### config.mk
export PLATFORM = sky130hd
export DESIGN_NAME = window_mean_squared_difference
export DESIGN_NICKNAME = d
export VERILOG_FILES = /design/src/sv/wmsd_pkg.sv /design/src/sv/wmsd_acc.sv /design/src/sv/wmsd_div.sv /design/src/sv/window_mean_squared_difference.sv
export SDC_FILE = /design/constraint.sdc
export NUM_CORES = 1
export LEC_CHECK = 0
export BUFFER_PORTS_ARGS = -buffer_cell sky130_fd_sc_hd__buf_2
export CAP_MARGIN = 20
export CORE_ASPECT_RATIO = 1.25
export CORE_MARGIN = 2
export CORE_UTILIZATION = 50
export CTS_BUF_LIST = sky130_fd_sc_hd__clkbuf_8 sky130_fd_sc_hd__clkbuf_16
export DETAILED_ROUTE_END_ITERATION = 10
export HOLD_SLACK_MARGIN = 0.03
export PLACE_DENSITY = 0.74
export REMOVE_ABC_BUFFERS = 1
export SYNTH_ARGS = -nofsm -noshare
export SYNTH_HDL_FRONTEND = slang
export SYNTH_SLANG_ARGS = --single-unit
### constraint.sdc
create_clock -name clock -period 14.1 [get_ports clock]
set_input_delay 1.41 -clock clock [delete_from_list [all_inputs] [get_ports clock]]
set_output_delay 1.41 -clock clock [all_outputs]
set_load 0.05 [all_outputs]
### src/sv/wmsd_pkg.sv
// ----------------------------------------------------------------------------
// wmsd_pkg: shared types and constants
// register indices, payload structs, sequencer states and control bundles
// ----------------------------------------------------------------------------
package wmsd_pkg;

   localparam int COORD_BITS     = 12;
   localparam int SIZE_BITS      = 13;
   localparam int PIX_BITS       = 8;
   localparam int SQ_BITS        = 2 * PIX_BITS;
   localparam int MEAN_BITS      = 24;
   localparam int COUNT_OUT_BITS = 13;
   localparam int FRAC_BITS      = 8;
   localparam int LIM_BITS       = SIZE_BITS + 1;
   localparam int CSR_INDEX_BITS = 3;
   localparam int CSR_DATA_BITS  = SIZE_BITS;

   typedef logic [CSR_INDEX_BITS-1:0] csr_index_type;

   localparam csr_index_type REG_WINDOW_LEFT = 3'd0;
   localparam csr_index_type REG_WINDOW_TOP  = 3'd1;
   localparam csr_index_type REG_MATCH_LEFT  = 3'd2;
   localparam csr_index_type REG_MATCH_TOP   = 3'd3;
   localparam csr_index_type REG_WIDTH_A     = 3'd4;
   localparam csr_index_type REG_HEIGHT_A    = 3'd5;
   localparam csr_index_type REG_WIDTH_B     = 3'd6;
   localparam csr_index_type REG_HEIGHT_B    = 3'd7;

   localparam logic [SIZE_BITS-1:0] SIZE_RESET = 13'h1000;

   typedef struct packed {
      logic [COORD_BITS-1:0] col;
      logic [COORD_BITS-1:0] row;
      logic [PIX_BITS-1:0]   pixel_a;
      logic [PIX_BITS-1:0]   pixel_b;
      logic                  last;
   } req_type;

   typedef struct packed {
      logic [MEAN_BITS-1:0]      mean_sq;
      logic [COUNT_OUT_BITS-1:0] used_count;
      logic                      empty_res;
   } rsp_type;

   typedef struct packed {
      logic [COORD_BITS-1:0] window_left;
      logic [COORD_BITS-1:0] window_top;
      logic [COORD_BITS-1:0] match_left;
      logic [COORD_BITS-1:0] match_top;
      logic [SIZE_BITS-1:0]  width_a;
      logic [SIZE_BITS-1:0]  height_a;
      logic [SIZE_BITS-1:0]  width_b;
      logic [SIZE_BITS-1:0]  height_b;
   } cfg_type;

   typedef struct packed {
      logic take;
      logic clear;
   } acc_ctrl_type;

   typedef struct packed {
      logic start;
   } div_ctrl_type;

   typedef struct packed {
      logic done;
   } div_stat_type;

   typedef enum logic [1:0] {
      ST_IDLE,
      ST_LOAD,
      ST_DIV,
      ST_FINISH
   } state_type;

endpackage

### src/sv/wmsd_acc.sv
// ----------------------------------------------------------------------------
// wmsd_acc: bounds test and squared difference accumulator
// skips pairs on or past the last column or row or once the count is at the cap, sums squares, counts pairs
// ----------------------------------------------------------------------------
module wmsd_acc import wmsd_pkg::*; #(
   parameter int MAX_WINDOW_PIXELS = 4096,
   parameter int CNTW = 13,
   parameter int SUMW = 29
) (
   input  logic             clock,
   input  logic             reset,
   input  acc_ctrl_type     ctrl,
   input  req_type          req,
   input  cfg_type          cfg,
   output logic [SUMW-1:0]  sq_sum,
   output logic [CNTW-1:0]  pair_count
);

   logic [SUMW-1:0]     sum_ff, sum_in;
   logic [CNTW-1:0]     cnt_ff, cnt_in;
   logic [LIM_BITS-1:0] a_col, a_row, b_col, b_row;
   logic [LIM_BITS-1:0] b_col_lim, b_row_lim;
   logic                skip, room, use_pair;
   logic [PIX_BITS-1:0] diff;
   logic [SQ_BITS-1:0]  sq;

   // x >= w-1 rewritten as x+1 >= w; b side moves window_left to the right
   always_comb begin
      a_col     = LIM_BITS'(req.col) + LIM_BITS'(1);
      a_row     = LIM_BITS'(req.row) + LIM_BITS'(1);
      b_col     = LIM_BITS'(cfg.match_left) + LIM_BITS'(req.col) + LIM_BITS'(1);
      b_row     = LIM_BITS'(cfg.match_top) + LIM_BITS'(req.row) + LIM_BITS'(1);
      b_col_lim = LIM_BITS'(cfg.width_b) + LIM_BITS'(cfg.window_left);
      b_row_lim = LIM_BITS'(cfg.height_b) + LIM_BITS'(cfg.window_top);
      skip      = (a_col >= LIM_BITS'(cfg.width_a)) || (a_row >= LIM_BITS'(cfg.height_a)) ||
                  (b_col >= b_col_lim) || (b_row >= b_row_lim);
      room      = cnt_ff < CNTW'(MAX_WINDOW_PIXELS);
      use_pair  = ctrl.take && !skip && room;
      diff      = (req.pixel_a >= req.pixel_b) ? (req.pixel_a - req.pixel_b)
                                               : (req.pixel_b - req.pixel_a);
      sq        = SQ_BITS'(diff) * SQ_BITS'(diff);
   end

   always_comb begin
      sum_in = sum_ff;
      cnt_in = cnt_ff;
      if (ctrl.clear) begin
         sum_in = '0;
         cnt_in = '0;
      end else if (use_pair) begin
         sum_in = sum_ff + SUMW'(sq);
         cnt_in = cnt_ff + CNTW'(1);
      end
   end

   always_ff @(posedge clock) begin
      if (reset) begin
         sum_ff <= '0;
         cnt_ff <= '0;
      end else begin
         sum_ff <= sum_in;
         cnt_ff <= cnt_in;
      end
   end

   assign sq_sum     = sum_ff;
   assign pair_count = cnt_ff;

endmodule

### src/sv/wmsd_div.sv
// ----------------------------------------------------------------------------
// wmsd_div: iterative restoring divider
// one quotient bit per cycle through a single shared subtractor
// ----------------------------------------------------------------------------
module wmsd_div import wmsd_pkg::*; #(
   parameter int CNTW = 13,
   parameter int SUMW = 29
) (
   input  logic                 clock,
   input  logic                 reset,
   input  div_ctrl_type         ctrl,
   input  logic [SUMW-1:0]      dividend,
   input  logic [CNTW-1:0]      divisor,
   output div_stat_type         stat,
   output logic [MEAN_BITS-1:0] quotient
);

   localparam int STEPW = $clog2(MEAN_BITS);
   localparam int LOWW  = MEAN_BITS - FRAC_BITS;

   logic [CNTW-1:0]      rem_ff, rem_in;
   logic [MEAN_BITS-1:0] quo_ff, quo_in;
   logic [CNTW-1:0]      dsr_ff, dsr_in;
   logic [STEPW-1:0]     step_ff, step_in;
   logic                 busy_ff, busy_in;
   logic                 done_ff, done_in;
   logic [CNTW+1:0]      trial;
   logic                 qbit;

   // quotient stays below 2^24, so the upper dividend bits start below the divisor
   always_comb begin
      trial = {1'b0, rem_ff, quo_ff[MEAN_BITS-1]} - {2'b00, dsr_ff};
      qbit  = !trial[CNTW+1];
   end

   always_comb begin
      rem_in  = rem_ff;
      quo_in  = quo_ff;
      dsr_in  = dsr_ff;
      step_in = step_ff;
      busy_in = busy_ff;
      done_in = 1'b0;
      if (ctrl.start) begin
         rem_in  = dividend[SUMW-1:LOWW];
         quo_in  = {dividend[LOWW-1:0], FRAC_BITS'(0)};
         dsr_in  = divisor;
         step_in = '0;
         busy_in = 1'b1;
      end else if (busy_ff) begin
         rem_in  = qbit ? trial[CNTW-1:0] : {rem_ff[CNTW-2:0], quo_ff[MEAN_BITS-1]};
         quo_in  = {quo_ff[MEAN_BITS-2:0], qbit};
         step_in = step_ff + STEPW'(1);
         if (step_ff == STEPW'(MEAN_BITS - 1)) begin
            busy_in = 1'b0;
            done_in = 1'b1;
         end
      end
   end

   always_ff @(posedge clock) begin
      if (reset) begin
         busy_ff <= 1'b0;
         done_ff <= 1'b0;
         step_ff <= '0;
      end else begin
         busy_ff <= busy_in;
         done_ff <= done_in;
         step_ff <= step_in;
      end
   end

   always_ff @(posedge clock) begin
      rem_ff <= rem_in;
      quo_ff <= quo_in;
      dsr_ff <= dsr_in;
   end

   assign stat.done = done_ff;
   assign quotient  = quo_ff;

endmodule

### src/sv/window_mean_squared_difference.sv
// ----------------------------------------------------------------------------
// window_mean_squared_difference: windowed mean squared pixel difference
// sums squared pixel differences over a window and divides by the pair count
// ----------------------------------------------------------------------------
//
//   channel  ports                          direction  payload
//   req      req_valid req_stall req_data   in         col row pixel_a pixel_b last
//   rsp      rsp_valid rsp_stall rsp_data   out        mean_sq used_count empty_res
//   csr      csr_we csr_index csr_wdata     in         eight window and image regs
//
// an item without last is taken back to back while the sequencer is idle
// an item with last goes through accumulate, load, 24 divider steps, a wait to
//   see the registered divider done, finish; its result is then offered from the
//   output register; the 24 steps share one subtractor, one quotient bit each
// the result sits in an output register; the next window may start while it waits
// finish waits while the output register still holds an untaken result
// reset is synchronous; it clears sums, sequencer, origins; sizes go to 4096
//
module window_mean_squared_difference import wmsd_pkg::*; #(
   parameter int MAX_WINDOW_PIXELS = 4096
) (
   input  logic                     clock,
   input  logic                     reset,
   input  logic                     req_valid,
   output logic                     req_stall,
   input  req_type                  req_data,
   output logic                     rsp_valid,
   input  logic                     rsp_stall,
   output rsp_type                  rsp_data,
   input  logic                     csr_we,
   input  logic [CSR_INDEX_BITS-1:0] csr_index,
   input  logic [CSR_DATA_BITS-1:0] csr_wdata
);

   // pair counter holds the cap itself; the sum bounds 255^2 per pair
   localparam int CNTW = $clog2(MAX_WINDOW_PIXELS + 1);
   localparam int SUMW = CNTW + SQ_BITS;

   cfg_type         cfg_ff, cfg_in;
   state_type       state_ff, state_in;
   logic            rsp_valid_ff, rsp_valid_in;
   rsp_type         rsp_data_ff, rsp_data_in;

   acc_ctrl_type    acc_ctrl;
   div_ctrl_type    div_ctrl;
   div_stat_type    div_stat;
   logic [SUMW-1:0] sq_sum;
   logic [CNTW-1:0] pair_count;
   logic [MEAN_BITS-1:0] quotient;
   logic [CNTW+COUNT_OUT_BITS-1:0] count_ext;
   logic            req_take;
   logic            out_free;

   // ---------------------------------------------------------------- registers
   always_comb begin
      cfg_in = cfg_ff;
      if (csr_we) begin
         case (csr_index)
            REG_WINDOW_LEFT: cfg_in.window_left = csr_wdata[COORD_BITS-1:0];
            REG_WINDOW_TOP:  cfg_in.window_top  = csr_wdata[COORD_BITS-1:0];
            REG_MATCH_LEFT:  cfg_in.match_left  = csr_wdata[COORD_BITS-1:0];
            REG_MATCH_TOP:   cfg_in.match_top   = csr_wdata[COORD_BITS-1:0];
            REG_WIDTH_A:     cfg_in.width_a     = csr_wdata;
            REG_HEIGHT_A:    cfg_in.height_a    = csr_wdata;
            REG_WIDTH_B:     cfg_in.width_b     = csr_wdata;
            REG_HEIGHT_B:    cfg_in.height_b    = csr_wdata;
            default:         cfg_in = cfg_ff;
         endcase
      end
   end

   // ---------------------------------------------------------------- sequencer
   assign req_take = req_valid && !req_stall;
   assign out_free = !rsp_valid_ff;

   always_comb begin
      state_in = state_ff;
      case (state_ff)
         ST_IDLE:   if (req_take && req_data.last) state_in = ST_LOAD;
         ST_LOAD:   state_in = ST_DIV;
         ST_DIV:    if (div_stat.done) state_in = ST_FINISH;
         ST_FINISH: if (out_free) state_in = ST_IDLE;
         default:   state_in = ST_IDLE;
      endcase
   end

   always_comb begin
      req_stall      = 1'b1;
      acc_ctrl.take  = 1'b0;
      acc_ctrl.clear = 1'b0;
      div_ctrl.start = 1'b0;
      case (state_ff)
         ST_IDLE: begin
            req_stall     = 1'b0;
            acc_ctrl.take = req_take;
         end
         // the sum now includes the last item, so the divider loads here
         ST_LOAD:   div_ctrl.start = 1'b1;
         ST_DIV:    ;
         // result moves to the output register, window state starts over
         ST_FINISH: acc_ctrl.clear = out_free;
         default:   ;
      endcase
   end

   // ---------------------------------------------------------------- output
   assign count_ext = {COUNT_OUT_BITS'(0), pair_count};

   always_comb begin
      rsp_valid_in = rsp_valid_ff;
      rsp_data_in  = rsp_data_ff;
      if (state_ff == ST_FINISH && out_free) begin
         rsp_valid_in = 1'b1;
         if (pair_count == '0) begin
            // empty window: no division result, flag it instead
            rsp_data_in.mean_sq    = '0;
            rsp_data_in.used_count = '0;
            rsp_data_in.empty_res  = 1'b1;
         end else begin
            rsp_data_in.mean_sq    = quotient;
            rsp_data_in.used_count = count_ext[COUNT_OUT_BITS-1:0];
            rsp_data_in.empty_res  = 1'b0;
         end
      end else if (rsp_valid_ff && !rsp_stall) begin
         rsp_valid_in = 1'b0;
      end
   end

   always_ff @(posedge clock) begin
      if (reset) begin
         cfg_ff.window_left <= '0;
         cfg_ff.window_top  <= '0;
         cfg_ff.match_left  <= '0;
         cfg_ff.match_top   <= '0;
         cfg_ff.width_a     <= SIZE_RESET;
         cfg_ff.height_a    <= SIZE_RESET;
         cfg_ff.width_b     <= SIZE_RESET;
         cfg_ff.height_b    <= SIZE_RESET;
         state_ff           <= ST_IDLE;
         rsp_valid_ff       <= 1'b0;
      end else begin
         cfg_ff       <= cfg_in;
         state_ff     <= state_in;
         rsp_valid_ff <= rsp_valid_in;
      end
   end

   always_ff @(posedge clock) begin
      rsp_data_ff <= rsp_data_in;
   end

   assign rsp_valid = rsp_valid_ff;
   assign rsp_data  = rsp_data_ff;

   // ---------------------------------------------------------------- units
   wmsd_acc #(
      .MAX_WINDOW_PIXELS(MAX_WINDOW_PIXELS),
      .CNTW(CNTW),
      .SUMW(SUMW)
   ) u_acc (
      .clock      (clock),
      .reset      (reset),
      .ctrl       (acc_ctrl),
      .req        (req_data),
      .cfg        (cfg_ff),
      .sq_sum     (sq_sum),
      .pair_count (pair_count)
   );

   // quotient = floor(sq_sum * 256 / pair_count)
   wmsd_div #(
      .CNTW(CNTW),
      .SUMW(SUMW)
   ) u_div (
      .clock    (clock),
      .reset    (reset),
      .ctrl     (div_ctrl),
      .dividend (sq_sum),
      .divisor  (pair_count),
      .stat     (div_stat),
      .quotient (quotient)
   );

endmodule

; Word-level counts from Yosys, hierarchy flattened
; Cells that the tools add are included.
[totals]
output_inout_bits = 40
input_bits = 62
latchBits = 0
regBits = 240
wordCells = 109
mem_bits_ro = 0
mem_count = 0
ram_bits = 0
[op_classes]
mul = 1
n_lt_le_gt_ge = 6
shift = 0
add_sub_neg = 14
mux = 21
n_bitwise = 1
n_div = 0
n_reduce_logical = 30
eq_ne = 14
[ops]
columns = operator, n
row1 = $mux W24, 2
row2 = $mux W13, 3
row3 = $add A29 B16 Y29, 1
row4 = $add A13 B12 Y14, 2
row5 = $add A14 B1 Y14 const B, 2
row6 = $ge A14 B13 Y1, 2
row7 = $ge A14 B14 Y1, 2
row8 = $add A12 B1 Y13 const B, 2
row9 = $add A12 B12 Y13, 2
row10 = $mul A8 B8 Y16, 1
row11 = $reduce_and A2 Y1, 8
row12 = $sub A8 B8 Y8, 2
row13 = $sub A14 B13 Y15, 1
row14 = $add A13 B1 Y13 const B, 1
row15 = $logic_not A13 Y1, 1
row16 = $lt A13 B13 Y1 const B, 1
row17 = $eq A3 B3 Y1 const B, 4
row18 = $mux W1, 11
row19 = $ge A8 B8 Y1, 1
row20 = $mux W8, 1
row21 = $pmux W2 S4, 1
row22 = $eq A3 B2 Y1 const B, 2
row23 = $logic_and A1 B1 Y1, 6
row24 = $mux W2, 3
row25 = 16 further kinds, 25

; Longest topological paths before layout
[depth]
ltp_word = 8
mapped_depth = 31
mapped_depth_nobuf = 29

; Modules after synthesis
; A second synthesis with hierarchy kept.
[unflattened]
hier_cells = 1872
hier_area_um2 = 16602.2
[by_module_without_submodules]
columns = module, cells_per_inst, area_per_inst_um2, seq_area_each_um2, instances
row1 = wmsd_acc, 1050, 8368.0, 840.8, 1
row2 = window_mean_squared_difference, 565, 5230.0, 3203.1, 1
row3 = wmsd_div, 257, 3004.1, 1561.5, 1

; Worst setup path after synthesis
; No wires, ideal clock.
[synth_path]
path_type = input -> register
startpoint = input req_data[9] (netlist name)
endpoint = register u_acc.sum_ff[23] (netlist: u_acc.sq_sum[23])
setup_ps = 70
cell_stages = 30
setup_slack_ps = 5470
required_ps = 14030
path_buffers = 2
arrival_time_ps = 8559
cell_sequence = inv_1 > ha_1 > inv_1 > fa_1 > a311oi_4 > a211o_4 > nand2_4 > a2111o_1 > o221a_1 > buf_6 > o21a_1 > buf_6 > or3_1 > fa_1 > xnor2_1 > nor3_1 > mux2_2 > nor3_1 > fa_1 > fa_1 > inv_1 > ha_1 > o21a_1 > o31a_1 > o211ai_1 > a211oi_1 > nor3_1 > o31a_1 > or4_1 > a21oi_1
[synth_via]
elab_chain_cells = 4
elab_cells_between_ends = 6
cone_classes = 3 x add/sub / 1 x mul / 1 x order compare / 1 x mux
[synth_rtl]
columns = element, line_no
row1 = "start, declared", window_mean_squared_difference.sv:26  ; input req_type req_data,
row2 = "$sub A8 B8 Y8, or another cell as far along", wmsd_acc.sv:40  ; : (req.pixel_b - req.pixel_a);
row3 = $mux W8 *, wmsd_acc.sv:39  ; diff = (req.pixel_a >= req.pixel_b) ? (req.pixel_a - req.pixel_b)
row4 = $mul A8 B8 Y16 *, wmsd_acc.sv:41  ; sq = SQ_BITS'(diff) * SQ_BITS'(diff);
row5 = $add A29 B16 Y29 *, wmsd_acc.sv:51  ; sum_in = sum_ff + SUMW'(sq);
row6 = "end signal, assigned", wmsd_acc.sv:61  ; sum_ff <= sum_in;
row7 = "end, declared", wmsd_acc.sv:19  ; logic [SUMW-1:0] sum_ff, sum_in;
; Mark *: on every way between the ends. The rest lies on a longest branch, timed or not.
; A chain may end at the register's enable or synchronous reset.

; Worst setup path in the final report
[layout_path]
startpoint = input req_data[6] (netlist name)
endpoint = register u_acc.sum_ff[23] (netlist: u_acc.sq_sum[23])
; Same word-level chain as after synthesis.

==> out/results.tsv <==
metric	value	unit
nets	2324	
hold_viol	0	
drt_iter0_drc	996	
die_area	35800	um^2
wl_met1	17.5	mm
grt_pass1_wl	66.7	mm
place_congestion	0.880	
endpoint_kind	flop	
cp-start-kind	input pin	
cts_max_level	1	
synth-edff-count	80	
synth_cell_types	85	
seq_area_frac_synth	32.7	%
io_pins	102	
outcome	complete, no violations	
wl_met2	20.1	mm
io_buffers	101	
topRoutingLayerUsed	met4	
final-setup-viol-count	0	
overflow	0	
synth_top_area_share	18.7	%
hp-class	reg -> reg	
worst_slew_pin_slew	1.07	ns
vias	14184	
setup_tns	0	ns
async_flop_share	0	%
min_period	8.99	ns
leakage	7.83	nW
dr.pass1.iters	6	
clockRootBuffer	clkbuf_16	
layout-drive-gt1-share	8.67	%
yosysWarnings	0	
clk_transition_reported_paths	0.06	ns
yosysMostFrequentCell	nand2_1	
r2r.worst_path.cells	20	
start_util	50.9	%
die_x	170	um
critPathKind	in -> reg	
remaining_drc_errors	0	
grt_max_degree	73	
syn2layout_area_growth	8.80	%
rows	75	
synthesis.area	17100	um^2
detailedPlacementHpwl	30.5	mm
netlist_top_cells_area	dfxtp_1 19%, edfxtp_1 14%, ha_1 13%	
via_per_inst	5.73	
insertion_delay	0.54	ns
cts.repair.resized	0	
drv_slew	0	
wl_met3	1.67	mm
fin_util	55.3	%
numCtsBuffers	26	
crit_fanout	15	
detail_route.wl_per_cell	16.4	um
required	14.56	ns
antenna_found_initial	0	
fp.dieH	211	um
grtUsageTotal	22.8	%
ant_nets	0	
synth_ff_type	dfxtp_1	
vdd_ir_drop_max	0.145	mV
yosys-top-cells-count	278 x nand2_1, 187 x a21oi_1, 183 x ha_1	
core-area	33700	um^2
fin_crit_sh	63.8	%
netlist_instances	1990	
clk_path_buf_depth	3	
synth_area_leader_cell	dfxtp_1	
antenna_cells	0	
synth.avg_cell_area	8.61	um^2
cap_violations	0	
cts_hold_buf	0	
fin_skew	0.0123	ns
cts_tree	built	
finalWirelength	40.7	mm
postCtsSetupBuffers	0	
cp.arrival	9.46	ns
grt_pass1_vias	13968	
power_density	181	nW/um^2
rsz0062_at_grt	no	
synth-seq-cells	240	
relSlewSlack	28.2	%
hold_depth	2	
max_freq	111	MHz
clkSinkCount	240	
[cells by family after synthesis]
logic type,after synthesis,synth area share (%)
flops,240,32.7
compound gates,436,16.1
xor+xnor,113,5.78
simple gates,694,19.5
buf+inv,253,5.76
mux,27,1.59
fa+ha+maj,227,18.5
[critical path, stage by stage]
cell and delay, ns:
buf_2 0.09, inv_1 0.04, ha_1 0.55, o21a_1 0.20, o21ai_2 0.11, a21o_1 0.23
a211o_1 0.29, a2111o_1 0.39, o221a_1 0.35, o21a_1 0.33, or3_1 0.43, fa_1 0.55
xnor2_1 0.28, nor3_1 0.08, mux2_2 0.29, nor3_1 0.34, fa_1 0.48, fa_1 0.54
inv_1 0.04, ha_1 0.34, o21a_1 0.14, o31a_1 0.18, o211ai_1 0.15, a211oi_1 0.37
nor3_1 0.16, o31a_1 0.40, or4_1 0.54, a21oi_1 0.15
[metal layers]
| metal | up-vias | track usage [%] |
|---|---|---|
| met4 | 0 | 8.90 |
| li1 | 7011 | - |
| met1 | 6742 | 27.5 |
| met5 | - | 0 |
| met3 | 85 | 2.44 |
| met2 | 346 | 41.5 |
[state kept, by name (all words and copies together), names as in the netlist]
register,flops
u_div.step_ff,5
state_ff,2
cfg_ff,100
u_div.stat,1
u_div.dsr_ff,13
rsp_data,38
u_div.busy_ff,1
u_acc.pair_count,13
rsp_valid,1
u_div.rem_ff,13
u_acc.sq_sum,29
u_div.quotient,24
[power by group]
group	internal [mW]	switching (mW)	leakage (nW)	total [mW]
Sequential	0.864	0.0590	2.05	0.923
Combinational	0.778	1.05	5.35	1.83
Clock	0.351	0.277	0.427	0.628
[cells in the final DEF, fill, tap and decap left out, types with 65 or more instances in the layout]
cell      count
nand2_1     278
a21oi_1     187
ha_1        182
inv_1       173
dfxtp_1     160
nor2_1      121
buf_2       100
edfxtp_1     80
o21ai_0      67
xnor2_1      65
[through the flow]
stage                     instance area, um^2  instances  hold slack, ns  worst slack (ns)  total power [mW]
final                                   18600       2477           0.456              5.11              3.38
after global routing                    18600       2477           0.473              4.49              3.70
after CTS                               18600       2477           0.456              5.14              3.41
after detailed placement                17900       2430           0.448              4.59              2.77
after global placement                  17900       2430           0.441              4.86              2.71
after floorplan                         16800       1899           0.430              5.50              2.39
[final timing paths]
| kind | slack [ns] | to | from |
|---|---|---|---|
| worst min register to register | 0.46 | cfg_ff[30] | cfg_ff[30] |
| worst min-delay path | 0.46 | cfg_ff[30] | cfg_ff[30] |
| worst max-delay path | 5.11 | u_acc.sq_sum[23] | req_data[6] |
| worst max register to register | 7.98 | u_acc.sq_sum[28] | cfg_ff[52] |
[area by class of cell]
class / count / area, um^2
Multi-Input combinational cell: 1497 / 10500
Fill cell: 3021 / 15000
Clock buffer: 29 / 692
Inverter: 162 / 608
Tap cell: 423 / 529
Timing Repair Buffer: 108 / 561
Clock inverter: 18 / 95.1
Sequential cell: 240 / 5610
(Power assumes the default switching activity.)
